**src/rtl/i2r_pkg.sv**
```systemverilog
`timescale 1ns / 1ps
// Package: item types, letter codes and the microcode ROM of the Roman numeral encoder.
package i2r_pkg;

	localparam int unsigned ValueWidth = 12;
	localparam int unsigned StepWidth  = 4;
	localparam int unsigned ValWidth   = 11;

	localparam logic [ValueWidth-1:0] ValueMax = 12'd3999;
	localparam logic [StepWidth-1:0]  LastStep = 4'd12;

	localparam logic [7:0] NoLetter = 8'h00;
	localparam logic [7:0] LetterI  = 8'h49;
	localparam logic [7:0] LetterV  = 8'h56;
	localparam logic [7:0] LetterX  = 8'h58;
	localparam logic [7:0] LetterL  = 8'h4C;
	localparam logic [7:0] LetterC  = 8'h43;
	localparam logic [7:0] LetterD  = 8'h44;
	localparam logic [7:0] LetterM  = 8'h4D;

	typedef struct packed {
		logic [ValueWidth-1:0] value;
	} in_item_t;

	typedef struct packed {
		logic [7:0] symbol;
		logic       last;
		logic       bad_input;
	} out_item_t;

	// One control word per step: value to compare and subtract, the letters it
	// emits, and the step to jump to once it has been emitted.
	typedef struct packed {
		logic [ValWidth-1:0]  val;
		logic [7:0]           first;
		logic [7:0]           second;
		logic [StepWidth-1:0] jump;
	} ucode_t;

	function automatic ucode_t ucode(input logic [StepWidth-1:0] step);
		ucode_t w;
		unique case (step)
			4'd0:    w = '{11'd1000, LetterM, NoLetter, 4'd0};
			4'd1:    w = '{11'd900,  LetterC, LetterM,  4'd5};
			4'd2:    w = '{11'd500,  LetterD, NoLetter, 4'd4};
			4'd3:    w = '{11'd400,  LetterC, LetterD,  4'd5};
			4'd4:    w = '{11'd100,  LetterC, NoLetter, 4'd4};
			4'd5:    w = '{11'd90,   LetterX, LetterC,  4'd9};
			4'd6:    w = '{11'd50,   LetterL, NoLetter, 4'd8};
			4'd7:    w = '{11'd40,   LetterX, LetterL,  4'd9};
			4'd8:    w = '{11'd10,   LetterX, NoLetter, 4'd8};
			4'd9:    w = '{11'd9,    LetterI, LetterX,  LastStep};
			4'd10:   w = '{11'd5,    LetterV, NoLetter, LastStep};
			4'd11:   w = '{11'd4,    LetterI, LetterV,  LastStep};
			default: w = '{11'd1,    LetterI, NoLetter, LastStep};
		endcase
		return w;
	endfunction

endpackage

```
**src/rtl/i2r_if.sv**
```systemverilog
`timescale 1ns / 1ps
// Interface: valid/ready channel carrying one item of a given payload type.
interface i2r_if #(
	parameter type T = logic
);
	logic valid;
	logic ready;
	T     data;

	modport source (output valid, output data, input ready);
	modport sink (input valid, input data, output ready);
endinterface

```
**src/rtl/i2r_seq.sv**
```systemverilog
`timescale 1ns / 1ps
// Module: microcoded sequencer and datapath that turn one value into numeral letters.
module i2r_seq (
	input  logic                          clk,
	input  logic                          arst_n,
	input  logic                          in_valid,
	input  i2r_pkg::in_item_t             in_item,
	output logic                          in_ready,
	output logic                          emit_valid,
	output i2r_pkg::out_item_t            emit_item,
	input  logic                          emit_take
);
	import i2r_pkg::*;

	typedef enum logic [1:0] {
		IDLE,
		RUN,
		PAIR,
		ERR
	} state_t;

	state_t                state_q;
	logic [StepWidth-1:0]  pc_q;
	logic [ValueWidth-1:0] rem_q;

	ucode_t                word;
	logic [ValueWidth-1:0] val_ext;
	logic                  ge;
	logic [ValueWidth-1:0] diff;
	logic                  in_bad;

	assign word    = ucode(pc_q);
	assign val_ext = {{(ValueWidth-ValWidth){1'b0}}, word.val};
	assign ge      = rem_q >= val_ext;
	assign diff    = rem_q - val_ext;
	assign in_bad  = (in_item.value == '0) || (in_item.value > ValueMax);
	assign in_ready = (state_q == IDLE);

	always_comb begin
		emit_valid          = 1'b0;
		emit_item.symbol    = NoLetter;
		emit_item.last      = 1'b0;
		emit_item.bad_input = 1'b0;
		unique case (state_q)
			IDLE: begin
				emit_valid = 1'b0;
			end
			RUN: begin
				emit_valid       = ge;
				emit_item.symbol = word.first;
				emit_item.last   = (word.second == NoLetter) && (diff == '0);
			end
			PAIR: begin
				emit_valid       = 1'b1;
				emit_item.symbol = word.second;
				emit_item.last   = (diff == '0);
			end
			ERR: begin
				emit_valid          = 1'b1;
				emit_item.last      = 1'b1;
				emit_item.bad_input = 1'b1;
			end
			default: begin
				emit_valid = 1'b0;
			end
		endcase
	end

	always_ff @(posedge clk or negedge arst_n) begin
		if (!arst_n) begin
			state_q <= IDLE;
			pc_q    <= '0;
			rem_q   <= '0;
		end else begin
			unique case (state_q)
				IDLE: begin
					if (in_valid) begin
						pc_q <= '0;
						if (in_bad) begin
							state_q <= ERR;
						end else begin
							rem_q   <= in_item.value;
							state_q <= RUN;
						end
					end
				end
				RUN: begin
					if (!ge) begin
						pc_q <= pc_q + 1'b1;
					end else if (emit_take) begin
						if (word.second != NoLetter) begin
							state_q <= PAIR;
						end else begin
							rem_q <= diff;
							pc_q  <= word.jump;
							if (diff == '0) begin
								state_q <= IDLE;
							end
						end
					end
				end
				PAIR: begin
					if (emit_take) begin
						rem_q   <= diff;
						pc_q    <= word.jump;
						state_q <= (diff == '0) ? IDLE : RUN;
					end
				end
				ERR: begin
					if (emit_take) begin
						state_q <= IDLE;
					end
				end
				default: begin
					state_q <= IDLE;
				end
			endcase
		end
	end

	// The step counter never runs past the final step while letters remain.
	a_pc_bound: assert property (@(posedge clk) disable iff (!arst_n)
		(state_q == RUN) |-> (pc_q <= LastStep))
		else $error("step counter ran past the last step");

	// A numeral in progress always has something left to encode.
	a_rem_live: assert property (@(posedge clk) disable iff (!arst_n)
		((state_q == RUN) || (state_q == PAIR)) |-> (rem_q != '0))
		else $error("sequencer running with nothing remaining");

	// An error item is a single, final item.
	a_err_last: assert property (@(posedge clk) disable iff (!arst_n)
		(emit_valid && emit_item.bad_input) |-> (emit_item.last && emit_item.symbol == NoLetter))
		else $error("error item not marked last");

	// A pair's first letter, emitted from RUN, never closes the numeral early.
	a_pair_open: assert property (@(posedge clk) disable iff (!arst_n)
		(state_q == RUN && emit_valid && word.second != NoLetter) |-> !emit_item.last)
		else $error("first letter of a pair marked last");
endmodule

```
**src/rtl/integer_to_roman_encoder_top.sv**
```systemverilog
`timescale 1ns / 1ps
// Top level: integer to Roman numeral encoder with registered output channel.
// The first letter is loaded into the output register after the input item is taken and
//   the step counter has passed each failed compare before it (at most 12, for input 1).
// Each item is loaded, then emits its letters (at most 15) one by one as the output register
//   takes them, stepping past each failed compare (at most 12); an error emits one item.
// The sequencer handles one item at a time; the output register decouples the sink.
// Reset (arst_n low, asynchronous): sequencer idle, output register empty.
module integer_to_roman_encoder_top (
	input  logic clk,
	input  logic arst_n,
	i2r_if.sink   in_ch,
	i2r_if.source out_ch
);
	import i2r_pkg::*;

	logic      emit_valid;
	out_item_t emit_item;
	logic      emit_take;
	logic      seq_ready;

	logic      out_valid_q;
	out_item_t out_q;

	// The output register can take a new letter when empty or being drained.
	assign emit_take = !out_valid_q || out_ch.ready;

	i2r_seq u_seq (
		.clk        (clk),
		.arst_n     (arst_n),
		.in_valid   (in_ch.valid),
		.in_item    (in_ch.data),
		.in_ready   (seq_ready),
		.emit_valid (emit_valid),
		.emit_item  (emit_item),
		.emit_take  (emit_take)
	);

	assign in_ch.ready = seq_ready;

	// Hold the letter until the sink takes it; advance only when the slot frees up.
	always_ff @(posedge clk or negedge arst_n) begin
		if (!arst_n) begin
			out_valid_q <= 1'b0;
		end else if (emit_take) begin
			out_valid_q <= emit_valid;
		end
	end

	always_ff @(posedge clk) begin
		if (emit_take && emit_valid) begin
			out_q <= emit_item;
		end
	end

	assign out_ch.valid = out_valid_q;
	assign out_ch.data  = out_q;
endmodule

```
**src/flat_wrapper.sv**
```systemverilog
// flat-port wrapper written by rule: the top's interface ports become plain ports
module integer_to_roman_encoder_top_flat import i2r_pkg::*;
  (clk, arst_n, in_ch_valid, in_ch_data, in_ch_ready, out_ch_valid, out_ch_data, out_ch_ready);
  i2r_if #(.T(in_item_t)) in_ch_i ();
  i2r_if #(.T(out_item_t)) out_ch_i ();
  input  logic clk;
  input  logic arst_n;
  input wire logic [$bits(in_ch_i.valid)-1:0] in_ch_valid;
  input wire logic [$bits(in_ch_i.data)-1:0] in_ch_data;
  output wire logic [$bits(in_ch_i.ready)-1:0] in_ch_ready;
  output wire logic [$bits(out_ch_i.valid)-1:0] out_ch_valid;
  output wire logic [$bits(out_ch_i.data)-1:0] out_ch_data;
  input wire logic [$bits(out_ch_i.ready)-1:0] out_ch_ready;
  assign in_ch_i.valid = in_ch_valid;
  assign in_ch_i.data = in_ch_data;
  assign in_ch_ready = in_ch_i.ready;
  assign out_ch_valid = out_ch_i.valid;
  assign out_ch_data = out_ch_i.data;
  assign out_ch_i.ready = out_ch_ready;
  integer_to_roman_encoder_top u_core (.clk(clk), .arst_n(arst_n), .in_ch(in_ch_i), .out_ch(out_ch_i));
endmodule
```
**config.mk**
```make
export PLATFORM = sky130hd
export DESIGN_NAME = integer_to_roman_encoder_top_flat
export DESIGN_NICKNAME = d
export VERILOG_FILES = /design/src/rtl/i2r_pkg.sv /design/src/rtl/i2r_if.sv /design/src/rtl/i2r_seq.sv /design/src/rtl/integer_to_roman_encoder_top.sv /design/src/flat_wrapper.sv
export SDC_FILE = /design/constraint.sdc
export NUM_CORES = 1
export LEC_CHECK = 0
export ABC_AREA = 1
export BUFFER_PORTS_ARGS = -buffer_cell sky130_fd_sc_hd__clkbuf_2
export CORE_ASPECT_RATIO = 0.9
export CORE_MARGIN = 2
export CORE_UTILIZATION = 60
export DETAILED_ROUTE_END_ITERATION = 8
export PLACE_DENSITY_LB_ADDON = 0.2
export SLEW_MARGIN = 15
export SYNTH_ARGS = -nofsm -noshare
export SYNTH_HDL_FRONTEND = slang
export SYNTH_SLANG_ARGS = --single-unit
```
**constraint.sdc**
```tcl
create_clock -name clk -period 4.2 [get_ports clk]
set_clock_uncertainty 0.2 [all_clocks]
set_input_delay 0.21 -clock clk [delete_from_list [all_inputs] [get_ports clk]]
set_output_delay 0.21 -clock clk [all_outputs]
set_load 0.005 [all_outputs]
```
==> impl_metrics.tcl, run 1 <==
set metrics [dict create \
    drcViolationCount 0 \
    drt_iter0_markers 165 \
    place_hpwl_um 5300 \
    grt_overflow 0 \
    yosysUniqueCellTypes 38 \
    grt_pass1_wl_um 10900 \
    h-tree-depth 1 \
    fmax_mhz 274 \
    post_cts_buffers 0 \
    crit_path_start_kind "flip-flop" \
    final_max_slew_viol_count 0 \
    finalCriticalPeriod_ps 3660 \
    ir_drop_mv 0.730 \
    synth_common_cells "nand2_1, inv_1, nand3_1" \
    ys_async_sr_fraction_pct 70.4 \
    cts_tree "done" \
    cts_buffers 3 \
    start_util_pct 62.8 \
    stdcell_area_sq_mm 0.00279 \
    yosys.area_share.xor_xnor_pct 0.675 \
    vias_per_cell 5.63 \
    tns_ps 0 \
    num_vias 2653 \
    synth_compound_area_share_pct 13.0 \
    ctsHoldBuffers 1 \
    synthSimpleGateAreaFrac_pct 36.9 \
    synth_adder_area_share_pct 10.9 \
    core-area_sq_mm 0.00413 \
    grt_pass1_vias 2270 \
    synth_top_family_by_area "simple AND/OR/NAND/NOR gates" \
    wl_per_cell_um 14.1 \
    antenna_found_initial 0 \
    tightest_slew_ps 589 \
    layout-drive-gt1-share_pct 11.8 \
    post_cts_resized 0 \
    required_ps 4040 \
    ys_seq_elements 27 \
    port-buffer-count 25 \
    synthMuxAreaShare_pct 0.386 \
    netlist_area_sq_mm 0.00259 \
    synth_top_cell_by_area "nand2_1" \
    worstPathMaxFanout 8 \
    clkLatencyLatePin_ps 280 \
    fillCellCount 400 \
    synth_area_leaders "nand2_1, dfrtp_1, ha_1" \
    syn-mean-instance-area_sq_um 6.48 \
    nNetsFinal 462 \
    fin_crit_sh_pct 87.0 \
    synth_seq_area_share_pct 27.6 \
    path_clk_slew_ps 100 \
    grt_max_degree 20 \
    firstDrtPassIters 5 \
    drv_cap 0 \
    cts-root-buf "clkbuf_8" \
    outcome "complete, no violations" \
    grt.total_usage_pct 29.6 \
    antennaDiodeCount 0 \
    synth_top_cell_area_share_pct 20.5 \
    hold_violations 0 \
    ant_nets 0 \
    setup_viol 0 \
    gp_congestion 0.950 \
    cts.sinks 27 \
    syn_inst 400 \
    rows 22 \
    chipWidth_um 73.3 \
    num_io_pins 28 \
    ys_warn_count 0 \
    power_density_mw_per_mm2 864 \
    place_area_sq_mm 0.00273 \
    synth.most_common_cell "nand2_1" \
    holdCritPathClass "in -> reg" \
    criticalPathCategory "reg -> reg" \
    routed_wl_um 6640 \
    p_leak_nw 1.54 \
    synthToLayoutAreaGrowth_pct 7.48 \
    synth_top_flop_cell "dfrtp_1" \
    synth_edf_count 8 \
    clock_path_buffers 2 \
    crit_path_end_kind "flip-flop" \
    die_area_sq_mm 0.00487 \
    cp_data_arrival_time_ps 3500 \
    slew_headroom_pct 60.4 \
    rsz0062_at_grt "no" \
    fp.dieH_um 66.4 \
]
[cell families after synthesis]
kind of cell,Yosys count
compound gates,56
mux,1
buf+inv,64
other cells,1
simple gates,227
fa+ha+maj,22
flops,27
xor+xnor,2
[critical path, cell delays in order, from the launching register on]
cell     delay [ps]
dfrtp_1         460
inv_1           170
ha_1            330
inv_1            70
a21oi_1         160
ha_1            160
inv_1            80
fa_1            430
nand2_1          90
nand2_1         110
nand3_1         140
nand2_1          80
o21ai_1         190
nand2_1          90
nand2_1          70
nand2_1         100
o21ai_0         220
nor2_1           70
buf_4           180
[path summary, 6_finish.rpt]
check,endpoint,start,slack (ps),cells past startpoint
worst min register to register,u_core.u_seq.rem_q[0]$_DFFE_PN0P_,u_core.u_seq.rem_q[0]$_DFFE_PN0P_,300,2
worst max-delay path,u_core.out_ch.data[1]$_DFFE_PP_,u_core.u_seq.pc_q[0]$_DFFE_PN0P_,540,18
worst min-delay path,u_core.u_seq.rem_q[2]$_DFFE_PN0P_,in_ch_data[2],50,3
min in group asynchronous,u_core.u_seq.rem_q[1]$_DFFE_PN0P_,arst_n,230,2
max in group asynchronous,u_core.u_seq.rem_q[5]$_DFFE_PN0P_,arst_n,3190,2
worst max register to register,u_core.out_ch.data[1]$_DFFE_PP_,u_core.u_seq.pc_q[0]$_DFFE_PN0P_,540,18
[placed cells by master, fill, tap and decap left out, drive strengths merged, types with 2 or more instances in the layout]
| master | instances |
|---|---|
| nand4 | 4 |
| nor4 | 4 |
| ha | 21 |
| o21ai | 33 |
| nor2 | 32 |
| dfrtp | 19 |
| edfxtp | 8 |
| o211ai | 2 |
| xor2 | 2 |
| buf | 3 |
| or2 | 3 |
| nor3 | 4 |
| clkbuf | 29 |
| nand3 | 36 |
| a21oi | 16 |
| inv | 52 |
| conb | 2 |
| nand2 | 142 |
[final cells by class]
class / instances / area (sq um) / share of cell area [%]
Inverter: 53 / 199 / 7.14
Tap cell: 48 / 60.1 / 2.15
Timing Repair Buffer: 29 / 158 / 5.66
Multi-Input combinational cell: 310 / 1610 / 57.8
Clock buffer: 4 / 45.0 / 1.62
Sequential cell: 27 / 716 / 25.7
[flip-flops by register name, summed over array words and instances (netlist names)]
register              cells
u_core.u_seq.pc_q         4
u_core.out_ch.data        8
u_core.out_ch.valid       1
u_core.u_seq.state_q      2
u_core.u_seq.rem_q       12
[routing by layer]
metal	GRT usage, %	share of wire [%]
met5	0	0
met2	44.0	42
met4	6.59	1.7
met1	45.0	49
met3	4.42	7.1
[stage by stage]
step                util [%]  power (mW)  setup slack [ps]  hold slack, ps  std cells
detailed placement      66.2        2.23               620            10.7        466
CTS                     67.5        2.39               602            58.4        471
global placement        66.2        2.21               663            8.63        466
floorplan                  -        1.86               961            -286        401
global route            67.5        2.67               167            60.0        471
finish                  67.5        2.41               545            52.4        471
[report_power, final]
group	total [mW]	internal (mW)	switching [mW]
clock network	0.155	0.0682	0.0869
registers	0.476	0.401	0.0751
logic	1.78	0.603	1.18
total	2.41	1.07	1.34
Power figures use the tool's default switching activity.
==> inputs of run 2 (changes only) <==
--- a/config.mk
+++ b/config.mk
@@ -11,7 +11,9 @@
 export CORE_MARGIN = 2
 export CORE_UTILIZATION = 60
 export DETAILED_ROUTE_END_ITERATION = 8
-export PLACE_DENSITY_LB_ADDON = 0.2
+export GPL_TIMING_DRIVEN = 0
+export PLACE_DENSITY = 0.81
+export RECOVER_POWER = 25
 export SLEW_MARGIN = 15
 export SYNTH_ARGS = -nofsm -noshare
 export SYNTH_HDL_FRONTEND = slang
==> impl_metrics.tcl, run 2 (synthesis results as in run 1) <==
set metrics [dict create \
    outcome "complete, no violations" \
    grt.total_usage_pct 30.5 \
    gp_congestion 0.945 \
    crit_path_start_kind "flip-flop" \
    drt_iter0_markers 316 \
    power_density_mw_per_mm2 870 \
    cts_buffers 3 \
    antenna_found_initial 0 \
    clkLatencyLatePin_ps 280 \
    grt_use_met2_pct 48.4 \
    firstDrtPassIters 6 \
    grt_pass1_wl_um 11400 \
    largest_reg_flops 12 \
    place_area_sq_mm 0.00278 \
    p_leak_nw 1.56 \
    drcViolationCount 0 \
    synthToLayoutAreaGrowth_pct 9.45 \
    use_met1_pct 44.6 \
    cp_data_arrival_time_ps 3610 \
    ir_drop_mv 0.622 \
    fmax_mhz 257 \
    total_power_mw 2.47 \
    rows 22 \
    largest-register "u_core.u_seq.rem_q" \
    die_area_sq_mm 0.00487 \
    port-buffer-count 25 \
    finalCriticalPeriod_ps 3890 \
    most-common-layout-cells "nand2_1, inv_1, nand3_1" \
    h-tree-depth 1 \
    num_io_pins 28 \
    vias_per_cell 5.70 \
    final_max_slew_viol_count 0 \
    clockPowerShare_pct 6.2 \
    clock_path_buffers 2 \
    worstPathMaxFanout 8 \
    internal-power_mw 1.10 \
    drv_cap 0 \
    ant_nets 0 \
    routed_wl_um 6760 \
    max_stage_delay_ps 490 \
    p_seq_share_pct 19.2 \
    worst_path_max_delay_cell "dfrtp_1" \
    grt.met3_usage_pct 3.66 \
    switching_share_pct 55.5 \
    grt_pass1_vias 2470 \
    num_vias 2732 \
    cp_common_cell "nand2_1" \
    p_comb_share_pct 74.5 \
    core-area_sq_mm 0.00413 \
    slew_headroom_pct 24.4 \
    nNetsFinal 470 \
    grt_max_degree 20 \
    layout-drive-gt1-share_pct 12.3 \
    grt_overflow 0 \
    tns_ps 0 \
    start_util_pct 62.8 \
    crit_path_end_kind "flip-flop" \
    final_common_cell "nand2_1" \
    rsz0062_at_grt "no" \
    required_ps 3930 \
    hold_violations 0 \
    stdcell_area_sq_mm 0.00284 \
    path_clk_slew_ps 100 \
    criticalPathCategory "reg -> reg" \
    crit_chain "inv_1 -> ha_1 -> inv_1 -> nor2_1 -> o21ai_0 -> fa_1 -> nand2_1 -> nand2_1 -> nand3_1 -> nand2_1 -> o21ai_1 -> nand2_1 -> nand2_1 -> nand2_1 -> o21ai_0 -> nor2_2" \
    chipWidth_um 73.3 \
    fp.dieH_um 66.4 \
    antennaDiodeCount 0 \
    setup_viol 0 \
    cts.sinks 27 \
    cts_tree "done" \
    fin_crit_sh_pct 92.5 \
    place_hpwl_um 5410 \
    top_usage_layer "met2" \
    cts-root-buf "clkbuf_8" \
    tightest_slew_ps 1130 \
    p_switching_mw 1.37 \
    wl_per_cell_um 14.1 \
    holdCritPathClass "in -> reg" \
]
## run 2: changes by cell type in the layout (fill, tap and decap cells not counted), sizes merged
cell,before,now
clkbuf,29,34
buf,3,6
## run 2: layer usage
layer	wire length [um]	vias up	part of all wire, %
met1	3120	1244	46
met3	570	7	8.4
li1	-	1351	-
met5	0	-	0
met4	60	0	0.89
met2	3000	130	44
## run 2: through the flow
stage               hold slack (ps)  cells  utilization, %  worst slack [ps]
floorplan                      -286    401               -               961
global placement              -9.68    474            67.4               323
detailed placement             3.43    474            67.4               185
CTS                            51.4    479            68.7               161
global route                   65.0    479            68.8              42.3
finish                         56.3    479            68.8               314
## run 2: worst paths after layout
path / from / end / slack [ps] / depth (start not counted)
setup / recovery: u_core.u_seq.pc_q[0]$_DFFE_PN0P_ / u_core.out_ch.data[0]$_DFFE_PP_ / 310 / 16
hold / removal: in_ch_data[2] / u_core.u_seq.rem_q[2]$_DFFE_PN0P_ / 60 / 3
setup reg to reg: u_core.u_seq.pc_q[0]$_DFFE_PN0P_ / u_core.out_ch.data[0]$_DFFE_PP_ / 310 / 16
hold reg to reg: u_core.u_seq.rem_q[7]$_DFFE_PN0P_ / u_core.u_seq.rem_q[7]$_DFFE_PN0P_ / 310 / 2
max in group asynchronous: arst_n / u_core.u_seq.rem_q[10]$_DFFE_PN0P_ / 2660 / 2
min in group asynchronous: arst_n / u_core.u_seq.rem_q[1]$_DFFE_PN0P_ / 450 / 2
## run 2: area by class of cell
type / count / area (sq um)
multi-input cells: 310 / 1610
fillers: 368 / 1290
flip-flops and latches: 27 / 716
inverters: 53 / 199
repair buffers: 26 / 134
plain buffers: 11 / 72.6
well taps: 48 / 60.1
clock buffers: 4 / 45.0
## run 2: timing repair
item / 4_1_cts / 5_1_grt
setup buffers: 0 / 0
gates resized for setup: 0 / 1
endpoints found under the hold margin: 19 / 0
endpoints found under the setup margin: 0 / 8
hold buffers: 1 / 0
## run 2: power groups by stage
stage | registers [mW] | logic [mW] | clock network (mW)
after floorplan | 0.467 | 1.40 | 0
final | 0.475 | 1.84 | 0.154
after CTS | 0.476 | 1.80 | 0.156
after detailed placement | 0.481 | 1.79 | 0
after global placement | 0.476 | 1.74 | 0
after global routing | 0.488 | 2.08 | 0.169
## run 2: worst max-delay path: cells and delay by family (launching register included)
kind,cells,cell delay [ps]
buffers and inverters,2,310
AND/OR/NAND/NOR,9,1230
adder cells (fa/ha/maj),2,690
AO/OA/AOI/OAI,3,620
flip-flops,1,490
==> inputs of run 3 (changes only) <==
--- a/config.mk
+++ b/config.mk
@@ -9,10 +9,10 @@
 export BUFFER_PORTS_ARGS = -buffer_cell sky130_fd_sc_hd__clkbuf_2
 export CORE_ASPECT_RATIO = 0.9
 export CORE_MARGIN = 2
-export CORE_UTILIZATION = 60
+export CORE_UTILIZATION = 54
 export DETAILED_ROUTE_END_ITERATION = 8
 export GPL_TIMING_DRIVEN = 0
-export PLACE_DENSITY = 0.81
+export PLACE_DENSITY = 0.77
 export RECOVER_POWER = 25
 export SLEW_MARGIN = 15
 export SYNTH_ARGS = -nofsm -noshare
==> constraint.sdc (replaced) <==
create_clock -name clk -period 3.2 [get_ports clk]
set_clock_uncertainty 0.2 [all_clocks]
set_input_delay 0.16 -clock clk [delete_from_list [all_inputs] [get_ports clk]]
set_output_delay 0.16 -clock clk [all_outputs]
set_load 0.005 [all_outputs]
==> impl_metrics.tcl, run 3 (synthesis results as in run 1) <==
set metrics [dict create \
    outcome "complete, no violations" \
    routed_wl_um 7080 \
    criticalPathCategory "reg -> reg" \
    worstPathMaxFanout 8 \
    holdCritPathClass "in -> reg" \
    hold_violations 0 \
    fmax_mhz 327 \
    required_ps 2970 \
    worstHoldPathCells 3 \
    max_stage_delay_ps 430 \
    postLayoutCoreUtil_pct 68.2 \
    nNetsFinal 479 \
    gp_congestion 0.969 \
    largest-register "u_core.u_seq.rem_q" \
    fin_crit_sh_pct 95.6 \
    h-tree-depth 1 \
    finalCriticalPeriod_ps 3060 \
    total_power_mw 3.58 \
    firstDrtPassIters 5 \
    slew_headroom_pct 22.9 \
    final_common_cell "nand2_1" \
    drv_cap 0 \
    antennaDiodeCount 0 \
    tightest_slew_ps 1160 \
    hold_end "u_core.u_seq.rem_q[0]$_DFFE_PN0P_" \
    fp.dieH_um 69.8 \
    crit_path_start_kind "flip-flop" \
    largest_reg_flops 12 \
    reg2reg_depth 14 \
    power_density_mw_per_mm2 1150 \
    path_clk_slew_ps 90 \
    die_area_sq_mm 0.00537 \
    grt_pass1_vias 2476 \
    reg2reg_slack_ps 140 \
    crit_chain "buf_4 -> ha_1 -> inv_2 -> o21ai_1 -> or2_4 -> ha_4 -> nand2_4 -> nor4_4 -> o21ai_4 -> nand2_2 -> nand2_2 -> nand2_4 -> o21ai_4 -> nor2_4" \
    grt.total_usage_pct 26.2 \
    start_util_pct 57.0 \
    clkLatencyLatePin_ps 270 \
    cts_buffers 3 \
    grt_max_degree 20 \
    grt_overflow 0 \
    place_hpwl_um 5230 \
    reg2reg_to "u_core.out_ch.data[6]$_DFFE_PP_" \
    layout-drive-gt1-share_pct 22.7 \
    tns_ps 0 \
    antenna_found_initial 0 \
    num_vias 2774 \
    wl_per_cell_um 14.1 \
    core-area_sq_mm 0.00455 \
    drcViolationCount 0 \
    cts-root-buf "clkbuf_8" \
    crit_path_end_kind "flip-flop" \
    grt_pass1_wl_um 11400 \
    rows 23 \
    drt_iter0_markers 291 \
    clock_path_buffers 2 \
    cp_data_arrival_time_ps 2830 \
    ant_nets 0 \
    worstHoldStart "in_ch_data[0]" \
    final_max_slew_viol_count 0 \
    port-buffer-count 25 \
    vias_per_cell 5.53 \
    cts.sinks 27 \
    setup_viol 0 \
    cts_tree "done" \
    most-common-layout-cells "nand2_1, inv_1, nand3_1" \
    synthToLayoutAreaGrowth_pct 19.6 \
    chipWidth_um 77.1 \
    crit_buf_inv 2 \
    worst_path_max_delay_cell "dfrtp_2" \
    ir_drop_mv 1.00 \
    fillCellCount 403 \
    cp_top_family "simple AND/OR/NAND/NOR gates" \
    hold_ws_ps 15.7 \
    p_leak_nw 1.63 \
    num_io_pins 28 \
    worstReg2RegStart "u_core.u_seq.pc_q[0]$_DFFE_PN0P_" \
]
[run 3: report_power, final]
part           internal, mW  leakage, nW  total, mW  switching [mW]
sequential            0.528        0.311      0.620          0.0923
combinational         0.988         1.30       2.76            1.78
clock                0.0894       0.0228      0.199           0.109
total                  1.61         1.63       3.58            1.98
[run 3: layer usage]
metal | vias up | share of wire (%) | GRT usage, %
li1 | 1370 | - | -
met1 | 1269 | 44 | 37.6
met2 | 129 | 46 | 42.8
met3 | 6 | 8.6 | 3.91
met4 | 0 | 0.88 | 4.17
met5 | - | 0 | 0
[run 3: worst max path at each step]
stage | slack [ps] | startpoint | end | cells after the start
finish | 140 | u_core.u_seq.pc_q[0]$_DFFE_PN0P_ | u_core.out_ch.data[6]$_DFFE_PP_ | 14
global route | -20 | u_core.u_seq.pc_q[0]$_DFFE_PN0P_ | u_core.u_seq.state_q[0]$_DFFE_PN0P_ | 21
CTS | 5 | u_core.u_seq.pc_q[2]$_DFFE_PN0P_ | u_core.out_ch.data[6]$_DFFE_PP_ | 14
detailed placement | -640 | u_core.u_seq.pc_q[0]$_DFFE_PN0P_ | u_core.out_ch.data[6]$_DFFE_PP_ | 16
global placement | -540 | u_core.u_seq.pc_q[0]$_DFFE_PN0P_ | u_core.out_ch.data[6]$_DFFE_PP_ | 16
floorplan | 20 | u_core.u_seq.pc_q[0]$_DFFE_PN0P_ | u_core.out_ch.data[0]$_DFFE_PP_ | 17
[run 3: layout make-up]
cell class	count	area, sq um	area share [%]
well taps	62	77.6	2.50
flip-flops and latches	27	719	23.2
clock buffers	4	45.0	1.45
inverters	53	203	6.53
repair buffers	35	201	6.49
plain buffers	11	80.1	2.58
multi-input cells	310	1780	57.3
[run 3: per-stage QoR]
stage	instance area [sq um]	instances	worst slack (ps)
after floorplan	2600	401	19.5
after global placement	2800	488	-539
after detailed placement	2800	488	-638
after CTS	2960	500	4.78
after global routing	3100	502	-16.4
final	3100	502	140
[run 3: repair_timing]
action | 4_1_cts | 5_1_grt
setup endpoints to repair | 28 | 28
hold buffers | 1 | 0
cloned | 0 | 0
resized for setup | 19 | 38
pin swaps | 7 | 14
setup buffers | 7 | 2
hold endpoints to repair | 19 | 0
[run 3: worst register-to-register path: stages, from the launching register on]
cell and delay, ps:
dfrtp_2 430, buf_4 150, ha_1 210, inv_2 80
o21ai_1 80, or2_4 260, ha_4 310, nand2_4 80
nor4_4 330, o21ai_4 90, nand2_2 80, nand2_2 70
nand2_4 100, o21ai_4 70, nor2_4 230
